File: config.mk
export PLATFORM = sky130hd
export DESIGN_NAME = fdd_front
export DESIGN_NICKNAME = d
export VERILOG_FILES = /design/src/sv/fdd_pkg.sv /design/src/sv/fdd_front.sv
export SDC_FILE = /design/constraint.sdc
export NUM_CORES = 2
export LEC_CHECK = 0
export ABC_AREA = 1
export ABC_CLOCK_PERIOD_IN_PS = 21900
export BUFFER_PORTS_ARGS = -buffer_cell sky130_fd_sc_hd__buf_4
export CAP_MARGIN = 20
export CORE_ASPECT_RATIO = 1.75
export CORE_MARGIN = 4
export CORE_UTILIZATION = 40
export CTS_CLUSTER_SIZE = 16
export DETAILED_ROUTE_END_ITERATION = 7
export GPL_TIMING_DRIVEN = 0
export PLACE_DENSITY = 0.61
export SYNTH_ARGS = -nofsm -noshare
export SYNTH_HDL_FRONTEND = slang
export SYNTH_SLANG_ARGS = --single-unit
File: constraint.sdc
create_clock -name clk -period 21.9 [get_ports clk]
set_input_delay 1.095 -clock clk [delete_from_list [all_inputs] [get_ports clk]]
set_output_delay 1.095 -clock clk [all_outputs]
set_load 0.05 [all_outputs]
File: src/sv/fdd_pkg.sv
// Shared types and constants for the finite difference derivative block.
`default_nettype none

package fdd_pkg;

    localparam int SAMPLE_W  = 32;
    localparam int RECIP_W   = 32;
    localparam int HALF_W    = 16;
    localparam int POINT_W   = 16;
    localparam int DER_W     = 48;
    // Widest stencil has weight sum 12, so 32 + 4 bits hold every difference.
    localparam int DIFF_W    = 36;
    localparam int PROD_W    = DIFF_W + HALF_W;
    localparam int SCALED_W  = PROD_W + 1;
    localparam int JOB_DEPTH = 4;
    localparam int OUT_DEPTH = 8;
    localparam int CFG_IDX_W = 1;

    localparam logic [RECIP_W-1:0]  RECIP_RESET = 32'h0001_0000;
    localparam logic [PROD_W-1:0]   ROUND_HALF  = PROD_W'(32'h0000_8000);
    localparam logic [DER_W-1:0]    DER_MAX     = 48'h7FFF_FFFF_FFFF;
    localparam logic [DER_W-1:0]    DER_MIN     = 48'h8000_0000_0000;

    typedef enum logic [CFG_IDX_W-1:0] {
        REG_RECIP_TWO_STEP     = 1'b0,
        REG_RECIP_STEP_SQUARED = 1'b1
    } cfg_reg_t;

    typedef struct packed {
        logic signed [SAMPLE_W-1:0] sample;
        logic                       last_sample;
    } sample_t;

    typedef struct packed {
        logic [POINT_W-1:0]      point_index;
        logic signed [DER_W-1:0] first_derivative;
        logic signed [DER_W-1:0] second_derivative;
        logic                    end_of_run;
        logic                    too_short;
    } result_t;

    // One result still to be scaled: the raw stencil differences.
    typedef struct packed {
        logic [POINT_W-1:0]       point_index;
        logic signed [DIFF_W-1:0] diff1;
        logic signed [DIFF_W-1:0] diff2;
        logic                     end_of_run;
        logic                     too_short;
    } job_t;

endpackage

`default_nettype wire

File: src/sv/fdd_front.sv
// Front end: sample window, index tracking and stencil differences per result.
`default_nettype none

module fdd_front #(
    parameter int MAX_POINTS = 65536
) (
    input  wire logic             clk,
    input  wire logic             rst_n,
    input  wire logic             push,
    output logic                  full,
    input  wire fdd_pkg::sample_t sample_beat,
    output logic                  job_push,
    output fdd_pkg::job_t         job,
    input  wire logic             job_full
);

    import fdd_pkg::*;

    localparam int CNT_W = $clog2(MAX_POINTS);

    logic signed [SAMPLE_W-1:0] w0_reg, w1_reg, w2_reg;
    logic [CNT_W-1:0]           cnt_reg;
    job_t                       slot_reg [3];
    job_t                       slot_next [3];
    logic [1:0]                 pend_reg, pend_next;

    logic                       accept;
    logic                       is_last;
    logic                       is_short;
    logic                       has_fwd;
    logic                       has_cen;
    logic [POINT_W-1:0]         pt_k;
    logic signed [DIFF_W-1:0]   x0, x1, x2, x3;
    logic signed [DIFF_W-1:0]   fwd1, fwd2, cen1, cen2, bwd1, bwd2;
    job_t                       fwd_job, cen_job, bwd_job, short_job;
    job_t                       new_slot [3];
    logic [1:0]                 new_cnt;

    // A bundle of two or three results drains one beat per cycle while the job
    // queue has room; the next sample waits until at most one result remains.
    assign full     = (pend_reg > 2'd1) || ((pend_reg == 2'd1) && job_full);
    assign accept   = push && !full;
    assign job_push = (pend_reg != 2'd0) && !job_full;
    assign job      = slot_reg[0];

    assign is_last  = sample_beat.last_sample || (cnt_reg >= CNT_W'(MAX_POINTS - 1));
    assign is_short = is_last && (cnt_reg < CNT_W'(3));
    assign has_fwd  = (cnt_reg == CNT_W'(3));
    assign has_cen  = (cnt_reg >= CNT_W'(2));
    assign pt_k     = POINT_W'(cnt_reg);

    // Window after the shift: x0 newest, x3 oldest.
    assign x0 = DIFF_W'(sample_beat.sample);
    assign x1 = DIFF_W'(w0_reg);
    assign x2 = DIFF_W'(w1_reg);
    assign x3 = DIFF_W'(w2_reg);

    assign fwd1 = (x2 <<< 2) - (x3 <<< 1) - x3 - x1;
    assign fwd2 = (x3 <<< 1) - (x2 <<< 2) - x2 + (x1 <<< 2) - x0;
    assign cen1 = x0 - x2;
    assign cen2 = x2 - (x1 <<< 1) + x0;
    assign bwd1 = x2 - (x1 <<< 2) + (x0 <<< 1) + x0;
    assign bwd2 = (x2 <<< 2) - x3 - (x1 <<< 2) - x1 + (x0 <<< 1);

    assign fwd_job   = '{point_index: '0, diff1: fwd1, diff2: fwd2,
                         end_of_run: 1'b0, too_short: 1'b0};
    assign cen_job   = '{point_index: pt_k - 1'b1, diff1: cen1, diff2: cen2,
                         end_of_run: 1'b0, too_short: 1'b0};
    assign bwd_job   = '{point_index: pt_k, diff1: bwd1, diff2: bwd2,
                         end_of_run: 1'b1, too_short: 1'b0};
    assign short_job = '{point_index: '0, diff1: '0, diff2: '0,
                         end_of_run: 1'b1, too_short: 1'b1};

    // The forward result needs the fourth sample, which always also gives a
    // central result, so results are ordered forward, central, backward.
    always_comb
    begin
        new_slot[0] = cen_job;
        new_slot[1] = bwd_job;
        new_slot[2] = bwd_job;
        new_cnt     = 2'd0;
        if (is_short)
        begin
            new_slot[0] = short_job;
            new_cnt     = 2'd1;
        end
        else if (has_fwd)
        begin
            new_slot[0] = fwd_job;
            new_slot[1] = cen_job;
            new_cnt     = is_last ? 2'd3 : 2'd2;
        end
        else if (has_cen)
        begin
            new_cnt = is_last ? 2'd2 : 2'd1;
        end
    end

    always_comb
    begin
        slot_next[0] = slot_reg[0];
        slot_next[1] = slot_reg[1];
        slot_next[2] = slot_reg[2];
        pend_next    = pend_reg;
        if (job_push)
        begin
            slot_next[0] = slot_reg[1];
            slot_next[1] = slot_reg[2];
            pend_next    = pend_reg - 1'b1;
        end
        if (accept)
        begin
            slot_next[0] = new_slot[0];
            slot_next[1] = new_slot[1];
            slot_next[2] = new_slot[2];
            pend_next    = new_cnt;
        end
    end

    always_ff @(posedge clk or negedge rst_n)
    begin
        if (!rst_n)
        begin
            w0_reg   <= '0;
            w1_reg   <= '0;
            w2_reg   <= '0;
            cnt_reg  <= '0;
            pend_reg <= '0;
        end
        else
        begin
            pend_reg <= pend_next;
            if (accept)
            begin
                if (is_last)
                begin
                    w0_reg  <= '0;
                    w1_reg  <= '0;
                    w2_reg  <= '0;
                    cnt_reg <= '0;
                end
                else
                begin
                    w0_reg  <= sample_beat.sample;
                    w1_reg  <= w0_reg;
                    w2_reg  <= w1_reg;
                    cnt_reg <= cnt_reg + 1'b1;
                end
            end
        end
    end

    always_ff @(posedge clk)
    begin
        slot_reg[0] <= slot_next[0];
        slot_reg[1] <= slot_next[1];
        slot_reg[2] <= slot_next[2];
    end

endmodule

`default_nettype wire

# Word-level counts from Yosys, hierarchy flattened
# Memories as Yosys holds them, arrays and structs flattened.
# Index checks and enable logic that the tools add are counted.
dict set report op_classes {
  add_sub_neg 20
  multipliers 0
  n_shift 0
  n_eq_ne 2
  bitwise 0
  n_div 0
  reduce_logical 10
  order_cmp 4
  n_mux 16
}
# cell n
set ops {}
lappend ops {{$mux 180} 2}
lappend ops {{$mux 270} 1}
lappend ops {{$mux 90} 2}
lappend ops {{$sub 36x32->36} 3}
lappend ops {{$mux 32} 3}
lappend ops {{$sub 35x32->36} 2}
lappend ops {{$add 35x33->36} 1}
lappend ops {{$add 36x32->36} 1}
lappend ops {{$add 36x33->36} 1}
lappend ops {{$add 36x34->36} 1}
lappend ops {{$sub 35x34->36} 1}
lappend ops {{$add 34x32->35} 1}
lappend ops {{$sub 32x34->35} 1}
lappend ops {{$sub 33x34->35} 1}
lappend ops {{$sub 34x32->35} 1}
lappend ops {{$sub 34x33->35} 1}
lappend ops {{$sub 32x33->34} 1}
lappend ops {{$sub 32x32->33} 1}
lappend ops {{$add 16x1->16 const B} 1}
lappend ops {{$eq 16x2->1 const B} 1}
lappend ops {{$ge 16x16->1 const B} 1}
lappend ops {{$ge 16x2->1 const B} 1}
lappend ops {{$lt 16x2->1 const B} 1}
lappend ops {{$mux 16} 1}
lappend ops {{other kinds (10)} 21}
dict set report totals {
  latch_bits 0
  inputBits 37
  reg_bits 114
  mem_bits_rw 270
  output_inout_bits 92
  romBits 0
  mem_count 1
}
# name depth word_bits rd rd_ports_with_merged_regs write_ports line_no
set mem_list {}
lappend mem_list {slot_reg 3 90 3 0 3 fdd_front.sv:23} ;# job_t slot_reg [3];

# Logic depth before layout (Yosys ltp)
dict set report logic_depth {
  word_depth 7
  depth_mapped 21
  mapped_depth_nobuf 21
}

# Worst setup path after synthesis
# Ideal clock, no wire load.
dict set report synth_path {
  kind {input to register}
  from {input job_full}
  to {memory slot_reg[0][0] (netlist bit), enable pin}
  setup_time_ns 0.970
  slack_ns 7.245
  t_arrival_ns 13.685
  n_path_buf 0
  cell_stages 1
  cell_sequence {o21ai_0}
}
# item line_no
set synth_rtl {}
lappend synth_rtl {{start, declared} fdd_front.sv:14} ;# input wire logic job_full
lappend synth_rtl {{end, declared} fdd_front.sv:23}

==> flow_summary.toml <==
[yosys]
synthAdderAreaFrac_pct = 25.1
syn_nets = 5637
netlist_area_um2 = 39100
avgSynthCellArea_um2 = 7.78
synth_xor_area_share_pct = 2.04
ys.flop_type = "edfxtp_1"
synthTopCellsByArea = "edfxtp_1 (20%), fa_1 (18%), nand2_1 (12%)"
yosysTopAreaCellShare_pct = 20.5
synth_most_common_cell = "nand2_1"
synth_top_area_cell = "edfxtp_1"
yosysWarnings = 0
synth-edff-count = 267
synth-compound-area-share_pct = 9.93
synth-simple-area-share_pct = 22.3
synth_top_family_by_area = "adder cells"
synthMuxAreaShare_pct = 0
synth_seq_area_share_pct = 27.8
synthArstFlopShare_pct = 29.9
synth_cells = 5026
yosys-top-cells-count = "nand2_1 (1256), inv_1 (1032), fa_1 (352), nand3_1 (346), nor2_1 (330)"
ys_ff_latch = 381
synthDistinctLibCells = 57

[global_routing]
grt_pass1_wl_um = 241000
grt_pass1_vias = 34700
track_usage_pct = 32.6
overflow = 0
grt_max_degree = 90
antenna_found_initial = 3

[placed_design]
numPortBuffers = 128
finalWeightedCongestion = 1.04
hpwl_um = 145000

[finish]
multi_input_area_um2 = 23300
seq_area_um2 = 10900
drive_above_1_share_pct = 7.81
final_nets = 5827
area_delta_synth_final_pct = 11.4
fill_cells = 10100
largest_reg_flops = 267

[clock_network]
cts_buffers = 43
cts_root_buf = "clkbuf_16"
cts_hold_buf = 0
clock_latency_ns = 0.64
cts_tree = "yes"
clockBufferDepth = 3
htreeDepth = 2
clock_sinks = 381
cts_resized = 0
post_cts_buffers = 0
cts.clk_slew.worst_paths_ns = 0.07

[route]
wl_met1_um = 56900
drtIter0Drc = 3287
wl_met3_um = 9100
vias = 35200
drc = 0
postRouteAntennaNets = 0
firstDrtPassIters = 6
vias_per_cell = 5.37
wl_met2_um = 85300
wl_per_cell_um = 26.0
dr.max_layer_used = "met4"
drt-total-wl_um = 171000

[setup_path]
setup.worst_path.start_class = "input pin"
crit_required_ns = 22.20
critPathSlowestCell = "fa_1"
cp_max_fo = 5
slowest_delay_ns = 0.51
critical_path_class = "in2reg"
worstPathArrival_ns = 5.35
crit_chain = "buf_4 -> inv_1 -> fa_1 -> fa_1 -> inv_1 -> fa_1 -> inv_1 -> ha_1 -> a21oi_1 -> o21ai_0 -> a21oi_1 -> nor2_1 -> nor2_1 -> nand2_1 -> nand2_1 -> nand3_1 -> nand3_1 -> nand2_1"
cp-end-kind = "flop"

[floorplan]
die_area_um2 = 103000
ios = 129
core_um2 = 96900
start_util_pct = 40.4
die_w_um = 244
floorplan.die.height_um = 422
fp-row-count = 151

[timing]
grt_setup_unrepaired = "false"
post-route-period-util_pct = 23.1
fin_crit_ns = 5.05
hold_violations = 0
worstMarginPinSlew_ns = 1.08
finalMaxSlewViolations = 0
relSlewSlack_pct = 28.2
fin_skew_ns = 0.0385
hold_slack_ns = 0.348
setup_viol = 0
fmax_mhz = 198
fin_setup_tns_ns = 0

[flow_run]
max_cap_viol_count = 0

[status]
outcome = "completed"

[hold_path]
hp-class = "in2async"
area by class of cell:
class	count	area share [%]
inverters	1040	8.96
repair buffers	145	3.01
diodes	6	0.0344
clock buffers	52	2.59
well taps	1300	3.73
plain buffers	171	2.53
clock inverters	28	0.858
flip-flops and latches	381	24.9
multi-input cells	3434	53.3
stage by stage:
stage	area, um^2	utilization [%]	setup slack [ns]	std cells
5_1_grt	43600	45.0	16.74	6553
6_report	43600	45.0	16.85	6557
3_5_place_dp	42000	43.4	16.38	6469
3_3_place_gp	41700	43.0	-0.788	6454
2_1_floorplan	39100	-	7.24	5026
4_1_cts	43600	44.9	17.00	6549
layout by cell type, fill, tap and decap left out, types with 44 or more instances in the layout:
cell type     n
ha_1        222
o22ai_1      97
dfrtp_1     114
nor2_1      330
xor2_1       56
buf_4       230
nand2_1    1256
clkbuf_16    44
fa_1        352
o21ai_0     164
edfxtp_1    267
a21oi_1     267
nand3_1     346
inv_1      1032
cell families (layout without fill, tap and decap cells):
| family | after synthesis | after routing |
|---|---|---|
| AOI/OAI and AO/OA | 676 | 676 |
| xor gates and xnor gates | 91 | 91 |
| adders and majority gates | 574 | 574 |
| buffers and inverters | 1211 | 1436 |
| DFF | 381 | 381 |
| other | 0 | 6 |
| and+or+nand+nor | 2093 | 2093 |
final timing paths:
check                                  startpoint                         end  slack [ns]  depth (start not counted)
min                                         rst_n      w2_reg[27]$_DFFE_PN0P_        0.35                          1
max reg2reg                 w1_reg[2]$_DFFE_PN0P_   slot_reg[0][18]$_DFFE_PP_       16.91                         17
max                               sample_beat[23]   slot_reg[0][33]$_DFFE_PP_       16.85                         18
max in group asynchronous                   rst_n     cnt_reg[13]$_DFFE_PN0P_       20.73                          2
min in group clk           cnt_reg[4]$_DFFE_PN0P_  slot_reg[0][258]$_DFFE_PP_        0.45                          0
min reg2reg                cnt_reg[4]$_DFFE_PN0P_  slot_reg[0][258]$_DFFE_PP_        0.45                          0
per-layer routing:
layer | up-vias | track usage (%)
met5 | - | 0
met3 | 454 | 3.67
met1 | 17100 | 34.0
li1 | 16300 | -
met4 | 0 | 28.0
met2 | 1415 | 57.8
worst max-delay path: cells and delay by family:
family,cells,cell delay [ns]
buf+inv,4,0.50
compound gates,3,1.03
fa+ha+maj,4,1.85
simple gates,7,0.85
Power is left out: the tool's default activity adds up to more than one toggle a clock period on the data nets, which glitch-free logic cannot reach.
