--- config.mk ---
export PLATFORM = sky130hd
export DESIGN_NAME = fdd_fifo
export DESIGN_NICKNAME = d
export VERILOG_FILES = /design/src/sv/fdd_fifo.sv
export SDC_FILE = /design/constraint.sdc
export NUM_CORES = 1
export LEC_CHECK = 0
export ABC_AREA = 0
export ABC_CLOCK_PERIOD_IN_PS = 1800
export BUFFER_PORTS_ARGS = -buffer_cell sky130_fd_sc_hd__buf_2
export CAP_MARGIN = 15
export CORE_UTILIZATION = 43
export DETAILED_ROUTE_END_ITERATION = 16
export HOLD_SLACK_MARGIN = 0.1
export PLACE_DENSITY = 0.75
export SLEW_MARGIN = 25
export SYNTH_ARGS = -nofsm -noshare
export SYNTH_HDL_FRONTEND = slang
export SYNTH_SLANG_ARGS = --single-unit
export TNS_END_PERCENT = 30
--- constraint.sdc ---
create_clock -name clk -period 1.8 [get_ports clk]
set_input_delay 0.54 -clock clk [delete_from_list [all_inputs] [get_ports clk]]
set_output_delay 0.54 -clock clk [all_outputs]
set_load 0.005 [all_outputs]
--- src/sv/fdd_fifo.sv ---
// Small register-based FIFO with occupancy count.
`default_nettype none

module fdd_fifo #(
    parameter int WIDTH = 8,
    parameter int DEPTH = 4
) (
    input  wire logic                           clk,
    input  wire logic                           rst_n,
    input  wire logic                           push,
    input  wire logic [WIDTH-1:0]               push_data,
    input  wire logic                           pop,
    output logic      [WIDTH-1:0]               pop_data,
    output logic                                full,
    output logic                                empty,
    output logic      [$clog2(DEPTH+1)-1:0]     count
);

    localparam int PTR_W = (DEPTH > 1) ? $clog2(DEPTH) : 1;
    localparam int CNT_W = $clog2(DEPTH + 1);

    logic [WIDTH-1:0] mem_reg [DEPTH];
    logic [PTR_W-1:0] wr_ptr_reg, wr_ptr_next;
    logic [PTR_W-1:0] rd_ptr_reg, rd_ptr_next;
    logic [CNT_W-1:0] count_reg, count_next;
    logic             do_push;
    logic             do_pop;

    assign full     = (count_reg == CNT_W'(DEPTH));
    assign empty    = (count_reg == '0);
    assign count    = count_reg;
    assign pop_data = mem_reg[rd_ptr_reg];
    assign do_push  = push && !full;
    assign do_pop   = pop && !empty;

    always_comb
    begin
        wr_ptr_next = wr_ptr_reg;
        rd_ptr_next = rd_ptr_reg;
        count_next  = count_reg;
        if (do_push)
        begin
            wr_ptr_next = (wr_ptr_reg == PTR_W'(DEPTH - 1)) ? '0 : wr_ptr_reg + 1'b1;
        end
        if (do_pop)
        begin
            rd_ptr_next = (rd_ptr_reg == PTR_W'(DEPTH - 1)) ? '0 : rd_ptr_reg + 1'b1;
        end
        if (do_push && !do_pop)
        begin
            count_next = count_reg + 1'b1;
        end
        else if (do_pop && !do_push)
        begin
            count_next = count_reg - 1'b1;
        end
    end

    always_ff @(posedge clk or negedge rst_n)
    begin
        if (!rst_n)
        begin
            wr_ptr_reg <= '0;
            rd_ptr_reg <= '0;
            count_reg  <= '0;
        end
        else
        begin
            wr_ptr_reg <= wr_ptr_next;
            rd_ptr_reg <= rd_ptr_next;
            count_reg  <= count_next;
        end
    end

    always_ff @(posedge clk)
    begin
        if (do_push)
        begin
            mem_reg[wr_ptr_reg] <= push_data;
        end
    end

endmodule

`default_nettype wire

=== After elaboration in Yosys (flattened, before gate mapping) ===
Memories as Yosys holds them, arrays and structs flattened.
Cells that the tools add are included.

* Word-level logic and storage cells: 27
* Memory bits (writable): 32
* Memories: 1
* Output and inout bits: 13
* Bits in registers: 7

* Equal/unequal tests: 3
* Add/sub/neg operators: 4
* Muxes and demuxes: 6
* Reductions and logical operators: 10

{| class="wikitable"
|+ Memories
! memory !! words !! width !! read ports !! clocked after Yosys merged registers in !! write ports !! line !! source
|-
| mem_reg || 4 || 8 || 1 || 0 || 1 || 22 || <nowiki>logic [WIDTH-1:0] mem_reg [DEPTH];</nowiki>
|}

{| class="wikitable"
|+ Operator list
! cell !! count
|-
| 3-bit two-way mux || 2
|-
| 2-bit by 1-bit adder with 2-bit output, second input constant || 2
|-
| 2-bit == test, second input constant || 2
|-
| 1-bit logical AND || 4
|-
| 1-bit zero test || 4
|-
| 2-bit two-way mux || 2
|-
| 3-bit by 1-bit adder with 3-bit output, second input constant || 1
|-
| 3-bit == test, second input constant || 1
|-
| 3-bit zero test || 1
|-
| 3-bit by 1-bit subtractor with 3-bit output, second input constant || 1
|-
| 1-bit two-way mux || 2
|-
| 2-bit nonzero test || 1
|}

=== Logic depth before layout (Yosys ltp) ===
Gate-level depths: netlist of run 1.

* Word-level depth: 7
* Gate-level depth with buffers: 9

=== Worst setup path after synthesis of run 1 ===
OpenSTA, ideal clock, no wires.

* Path type: register to register
* From: register count_reg[0], in the netlist count[0]
* To: register count_reg[2], in the netlist count[2]
* Buffers on the path: 0
* Data required time: 1721 ps
* Setup time: 79 ps
* Period minus slack after synthesis: 1966 ps
* Cell stages (with the launch flop): 9
* Path slack: -166 ps
* Arrival time: 1887 ps
* Cells stage by stage: dfrtp_1 > nor3_1 > nand2b_4 > ha_1 > inv_1 > fa_1 > xor2_1 > nor2_1 > xor2_1

* Longest elaborated chain between the ends: 6
* Elaborated cells between the ends (all ways): 15

{| class="wikitable"
|+ RTL lines
! item !! line !! source
|-
| start: declaration || 25 || <nowiki>logic [CNT_W-1:0] count_reg, count_next;</nowiki>
|-
| start signal: assignment || 71 || <nowiki>count_reg <= count_next;</nowiki>
|-
| 3-bit zero test (*) || 30 || <nowiki>assign empty = (count_reg == '0);</nowiki>
|-
| net empty || 15 || <nowiki>output logic empty,</nowiki>
|-
| 1-bit zero test (*) || 34 || <nowiki>assign do_pop = pop && !empty;</nowiki>
|-
| 1-bit logical AND (*) || 34 ||
|-
| 1-bit zero test || 49 || <nowiki>if (do_push && !do_pop)</nowiki>
|-
| 1-bit logical AND || 49 ||
|-
| 3-bit two-way mux or 2-bit nonzero test (tied branches) || n/a ||
|}

Mark *: on every way through the listed nets, which the timed path passes. The rest lies on a longest branch. The select of a mux whose other input is x is not followed.
A chain may end at the register's enable or synchronous reset.

=== Final worst setup path of run 1 ===
* From: register rd_ptr_reg[0]
* To: output pop_data[4]

* Longest elaborated chain between the ends: 1

{| class="wikitable"
|+ RTL lines
! item !! line !! source
|-
| start: declaration || 24 || <nowiki>logic [PTR_W-1:0] rd_ptr_reg, rd_ptr_next;</nowiki>
|-
| start signal: assignment || 70 || <nowiki>rd_ptr_reg <= rd_ptr_next;</nowiki>
|-
| memory read 4 x 8 bit || n/a ||
|-
| end: declaration || 13 || <nowiki>output logic [WIDTH-1:0] pop_data,</nowiki>
|}

Every way passes these cells.

==> results.tsv, run 1 <==
stage	metric	value	unit
status	outcome	finished with violations	
status	failing checks	negative setup slack	
grt	total global-route track usage	14.1	%
setup_path	Worst R2R End	count[2]	
yosys	Syn Std Cell Area	1620	um^2
yosys	post-synth cell types	19	
drt	DRC violation total after the first TritonRoute iteration	36	
finish	diode count	0	
timing	Final Hold Viols	0	
drt	first-pass iteration count of the detailed router	4	
timing	Worst Hold Slack	0.470	ns
cts	clk_lat worst skew	0.28	ns
floorplan	boundary pin count	25	
setup_path	CP startpoint	rd_ptr_reg[0]	
grt	GR Overflow Total	0	
finish	layout cells sized above 1	53.9	%
setup_path	R2R cell count	8	
power	worst vdd ir	0.804	mV
yosys	Seq cells post-synth	39	
finish	Final #Nets	133	
cts	clk sink count	39	
setup_path	worst r2r src	count[0]	
timing	Peak Freq	0.504	GHz
timing	Slew HR	70.5	%
place	DP HPWL	1.73	mm
setup_path	R2R Setup Slk	-0.07	ns
timing	Clock Skew	0.0105	ns
cts	Num CTS Buffers	5	
floorplan	die area	4020	um^2
setup_path	crit-path max FO	6	
floorplan	# rows	21	
drt	residual DRC count	0	
cts	CTS tree	yes	
setup_path	Worst path slowest cell	mux4_2	
grt	vias in the first global route	850	
power	Total Power	3.36	mW
setup_path	WP data required	1.26	ns
min_path	worst hold path startpoint	push_data[1]	
floorplan	die width	63.4	um
drt	drt wl/cell	15.6	um
setup_path	crit path to	pop_data[4]	
timing	Final period util	110	%
cts	buffers from clock root to sink, at most	2	
power	LEAKAGE	0.768	nW
floorplan	Placeable Area	3470	um^2
finish	area grow syn2layout	23.4	%
cts	Root Driver	clkbuf_8	
timing	RSZ-0062 raised after global routing	true	
finish	max reg flops	32	
floorplan	Die H	63.4	um
drt	Vias	810	
yosys	Post-Syn Nets	98	
grt	initial antenna violation count	0	
setup_path	Worst setup SP type	flip-flop	
yosys	yosys warns	0	
power	power density over the cells	1680	nW/um^2
finish	register area	1140	um^2
yosys	Mean Syn Cell Area	20.5	um^2
finish	leading cell type in the layout, fill and taps excluded	edfxtp_1	
place	Routability Congestion	0.704	
timing	final slew viol count	0	
setup_path	Crit Path Class	flip-flop to primary output	
drt	Routed Antenna Nets	0	
floorplan	initial core utilization	46.7	%
place	pre-CTS setup slack	-0.0909	ns
setup_path	Worst setup EP type	primary output	
grt	first-pass GRT wire length	3.95	mm
yosys	Cells after Synth	79	
run	max cap viols	0	
timing	minimum clock period	1.99	ns
drt	via/cell ratio	5.03	
finish	commonest cells after routing, fill and taps aside	edfxtp_1 (32), buf_2 (24), mux4_2 (8)	
place	PortBufs	24	
cts	# H-tree levels	2	
yosys	sequential-to-total area share from yosys stat	70.1	%
timing	Setup violations, final	9	
setup_path	Critical Path AT	1.45	ns
timing	worst slew pin tran	0.442	ns
min_path	hold path cells	1	
grt	largest net degree at the start of global routing	13	
finish	area of the multi-input gates	477	um^2
min_path	worst hold-check path type	input pin to flip-flop	
drt	final WL	2.52	mm
finish	# fillers	278	
cts	clock-pin slew on the worst setup and hold paths	0.08	ns
timing	Final WS setup	-0.186	ns
setup_path	CP Cell Sequence	buf_6, mux4_2, buf_2	
setup_path	CP max stage delay	0.50	ns
cts	number of setup buffers added after CTS	0	
-- stage by stage --
step	util (%)	cells	setup TNS (ns)	cell area [um^2]
floorplan	-	79	-0.0465	1640
global placement	53.1	152	-0.0131	1840
detailed placement	53.1	152	-0.121	1840
CTS	57.5	161	-1.71	1990
global route	57.6	161	-2.09	2000
finish	57.6	161	-1.51	2000
-- cell families after synthesis --
| family | share of synthesized area (%) |
|---|---|
| flops | 70.1 |
| mux | 15.1 |
| simple gates | 5.41 |
| fa+ha+maj | 5.87 |
| buf+inv | 1.93 |
| xor+xnor | 1.62 |
-- area by class of cell --
cell class | instances | share of cell area (%)
clock buffer | 6 | 3.63
clock inverter | 2 | 3.00
inverter | 3 | 0.563
multi-input combinational | 34 | 23.8
sequential | 39 | 56.9
tap | 46 | 2.88
timing repair buffer | 31 | 9.14
-- power by group --
part	leakage [nW]	internal, mW	switching (mW)
combinational	0.329	0.654	0.465
clock	0.0654	0.554	0.286
sequential	0.373	1.23	0.176
total	0.768	2.44	0.927
-- critical path: cells and delay by family (launching register included) --
family | cells | cell delay (ns)
buf+inv | 2 | 0.28
mux | 1 | 0.50
flops | 1 | 0.38
-- cell usage after synthesis --
cell / instances / share of area (%)
buf_6: 1 / 0.69
inv_1: 3 / 0.69
buf_1: 1 / 0.23
fa_1: 1 / 1.2
mux4_2: 8 / 11
nor2b_2: 1 / 0.54
nor2_1: 3 / 0.69
mux2_4: 2 / 1.9
nor3b_4: 1 / 1.2
nand2b_4: 1 / 0.85
xnor2_1: 1 / 0.54
mux2_2: 3 / 2.1
nor3_1: 1 / 0.31
edfxtp_1: 32 / 59
dfrtp_1: 7 / 11
and2_2: 4 / 1.9
ha_1: 6 / 4.6
buf_2: 1 / 0.31
xor2_1: 2 / 1.1
-- repair_timing --
| action | CTS | global route |
|---|---|---|
| hold buffers | 1 | 0 |
| hold endpoints to repair | 7 | 0 |
| gates resized for setup | 2 | 1 |
| setup endpoints to repair | 10 | 10 |
-- routing by layer --
metal | wire, um | global-route usage (%) | vias up | share of wire, %
li1 | - | - | 370 | -
met1 | 1040 | 15.4 | 415 | 41
met2 | 1320 | 23.8 | 21 | 52
met3 | 128 | 4.89 | 4 | 5.1
met4 | 29 | 7.67 | 0 | 1.2
met5 | 0 | 0 | - | 0
-- worst min-delay path by stage --
stage                     slack [ns]            end
after detailed placement        0.39  wr_ptr_reg[1]
after CTS                       0.46  mem_reg[1][2]
after floorplan                 0.24       count[0]
final                           0.47  mem_reg[2][1]
after global routing            0.46  mem_reg[2][1]
after global placement          0.39  wr_ptr_reg[0]
Power figures use the tool's default switching activity.
==> run 2: changes to the inputs <==
--- a/config.mk
+++ b/config.mk
@@ -7,12 +7,12 @@
 export LEC_CHECK = 0
 export ABC_AREA = 0
 export ABC_CLOCK_PERIOD_IN_PS = 1800
-export BUFFER_PORTS_ARGS = -buffer_cell sky130_fd_sc_hd__buf_2
 export CAP_MARGIN = 15
 export CORE_UTILIZATION = 43
 export DETAILED_ROUTE_END_ITERATION = 16
+export DONT_BUFFER_PORTS = 1
 export HOLD_SLACK_MARGIN = 0.1
-export PLACE_DENSITY = 0.75
+export PLACE_DENSITY = 0.69
 export SLEW_MARGIN = 25
 export SYNTH_ARGS = -nofsm -noshare
 export SYNTH_HDL_FRONTEND = slang
==> results.tsv, run 2 (same netlist as run 1, synthesis figures left out) <==
stage	metric	value	unit	change
timing	Final period util	105	%	-5.1 points
timing	RSZ-0062 raised after global routing	true		
setup_path	Crit Path Class	flip-flop to primary output		
power	switching share of power	27.0	%	-0.56 points
cts	clk_lat worst skew	0.29	ns	about the same
power	power density over the cells	1700	nW/um^2	+1.1%
status	failing checks	negative setup slack		
timing	worst slew pin tran	0.434	ns	-0.00776 ns
power	worst vdd ir	0.829	mV	+3.1%
place	Routability Congestion	0.790		+12%
drt	final WL	2.42	mm	-3.9%
floorplan	boundary pin count	25		unchanged
power	Flop pwr share	42.0	%	+0.3 points
timing	Peak Freq	0.528	GHz	+4.9%
place	DP HPWL	1.70	mm	-2.1%
drt	via/cell ratio	5.10		+1.4%
floorplan	initial core utilization	46.7	%	unchanged
timing	Worst Hold Slack	0.339	ns	-0.131 ns
power	NetSw	0.895	mW	-3.5%
power	LEAKAGE	0.715	nW	-6.8%
finish	commonest cells after routing, fill and taps aside	edfxtp_1 (32), buf_4 (14), mux4_2 (8)		
finish	diode count	0		unchanged
setup_path	CP Cell Sequence	buf_4, mux4_2		
cts	buffers from clock root to sink, at most	2		unchanged
run	max cap viols	0		unchanged
drt	DRC violation total after the first TritonRoute iteration	15		-58%
floorplan	Die H	63.4	um	unchanged
cts	# H-tree levels	2		unchanged
drt	residual DRC count	0		unchanged
min_path	worst hold-check path type	input pin to flip-flop		
status	outcome	finished with violations		
grt	vias in the first global route	802		-5.6%
grt	GR Overflow Total	0		unchanged
setup_path	Worst setup EP type	primary output		
cts	Num CTS Buffers	5		unchanged
finish	post-layout util	56.1	%	-1.5 points
grt	total global-route track usage	13.6	%	-0.51 points
finish	# fillers	286		+2.9%
setup_path	largest delay contributor family on the critical path	multiplexers		
cts	clock-pin slew on the worst setup and hold paths	0.08	ns	about the same
cts	Root Driver	clkbuf_8		
finish	max reg flops	32		unchanged
power	Clock Power Share	25.6	%	+0.6 points
timing	Final WS setup	-0.0930	ns	+0.0926 ns
power	Comb pwr share	32.4	%	-0.9 points
floorplan	die area	4020	um^2	unchanged
floorplan	Placeable Area	3470	um^2	unchanged
grt	initial antenna violation count	0		unchanged
setup_path	CP bufs+invs	1		-1
timing	Final Hold Viols	0		unchanged
drt	drt wl/cell	16.6	um	+6.0%
finish	area grow syn2layout	20.2	%	
finish	leading cell type in the layout, fill and taps excluded	edfxtp_1		
grt	largest net degree at the start of global routing	14		+1
drt	first-pass iteration count of the detailed router	4		unchanged
timing	final slew viol count	0		unchanged
cts	CTS tree	yes		
cts	clk sink count	39		unchanged
place	PortBufs	0		-100%
grt	first-pass GRT wire length	3.82	mm	-3.3%
setup_path	Critical Path AT	1.35	ns	-0.10 ns
finish	Final #Nets	118		-11%
floorplan	die width	63.4	um	unchanged
power	Int Pwr	2.42	mW	-0.75%
setup_path	WP data required	1.26	ns	about the same
setup_path	Worst path slowest cell	mux4_2		
floorplan	# rows	21		unchanged
drt	Routed Antenna Nets	0		unchanged
drt	Vias	745		-8.0%
setup_path	Worst setup SP type	flip-flop		
timing	Clock Skew	0.00652	ns	-0.00402 ns
finish	layout cells sized above 1	49.0	%	-4.9 points
timing	Setup violations, final	9		unchanged
timing	minimum clock period	1.89	ns	-0.0926 ns
setup_path	crit-path max FO	4		-2
setup_path	CP max stage delay	0.53	ns	+0.03 ns
timing	Slew HR	71.0	%	+0.52 points
## run 2: changes by cell type in the layout (fill, tap and decap cells not counted), sizes merged
cell	delta
clkinvlp	+1
clkbuf	-1
buf	-15
## run 2: final timing paths
path	from	slack [ns]	endpoint	cells past startpoint
worst max-delay path	rd_ptr_reg[0]	-0.09	pop_data[7]	2
worst min-delay path	push_data[5]	0.34	mem_reg[0][5]	0
worst max register to register	count[0]	-0.03	count[2]	8
worst min register to register	wr_ptr_reg[1]	0.58	wr_ptr_reg[1]	1
max in group asynchronous	rst_n	0.94	count[1]	1
min in group asynchronous	rst_n	0.59	wr_ptr_reg[0]	1
## run 2: per-layer routing
metal  wire, um  GRT usage, %  part of all wire (%)  up-vias
li1           -             -                     -      337
met1        959          14.0                    40      384
met2       1250          22.6                    52       19
met3        161          7.43                   6.7        5
met4         45          5.97                   1.9        0
met5          0             0                     0        -
## run 2: per-stage QoR
step	worst slack, ns	std cells	setup TNS, ns	power (mW)	cell area [um^2]
4_1_cts	-0.112	142	-0.837	3.29	1910
2_1_floorplan	-0.0322	79	-0.0465	2.10	1640
3_5_place_dp	-0.0563	133	-0.0639	2.42	1760
3_3_place_gp	0.0218	133	0	2.38	1760
5_1_grt	-0.157	146	-1.27	3.49	1950
6_report	-0.0930	146	-0.657	3.31	1950
## run 2: area by class of cell
cell class	instances	area [um^2]	share of cell area, %
multi-input combinational	34	477	24.5
timing repair buffer	16	126	6.49
clock buffer	5	68.8	3.53
clock inverter	3	67.6	3.47
tap	46	57.6	2.96
inverter	3	11.3	0.578
sequential	39	1140	58.5
## run 2: worst register-to-register path: stages (launching register included)
cell and delay, ns:
dfrtp_2 0.45, nor3_2 0.21, nand2b_4 0.17, ha_4 0.13
inv_2 0.04, fa_2 0.33, xor2_1 0.15, nor2_1 0.13
xor2_1 0.15
## run 2: power by group through the flow
| stage | sequential (mW) | clock (mW) | combinational, mW |
|---|---|---|---|
| after floorplan | 1.36 | 0 | 0.744 |
| after global placement | 1.40 | 0 | 0.982 |
| after detailed placement | 1.41 | 0 | 1.01 |
| after CTS | 1.39 | 0.866 | 1.03 |
| after global routing | 1.42 | 0.893 | 1.18 |
| final | 1.39 | 0.849 | 1.07 |
## run 2: timing repair
item | CTS | global route
pin swaps | 1 | 4
buffers inserted | 0 | 4
endpoints found under the hold margin | 7 | 0
setup endpoints to repair | 10 | 10
hold buffers | 1 | 0
gates resized for setup | 1 | 2
cloned | 0 | 0
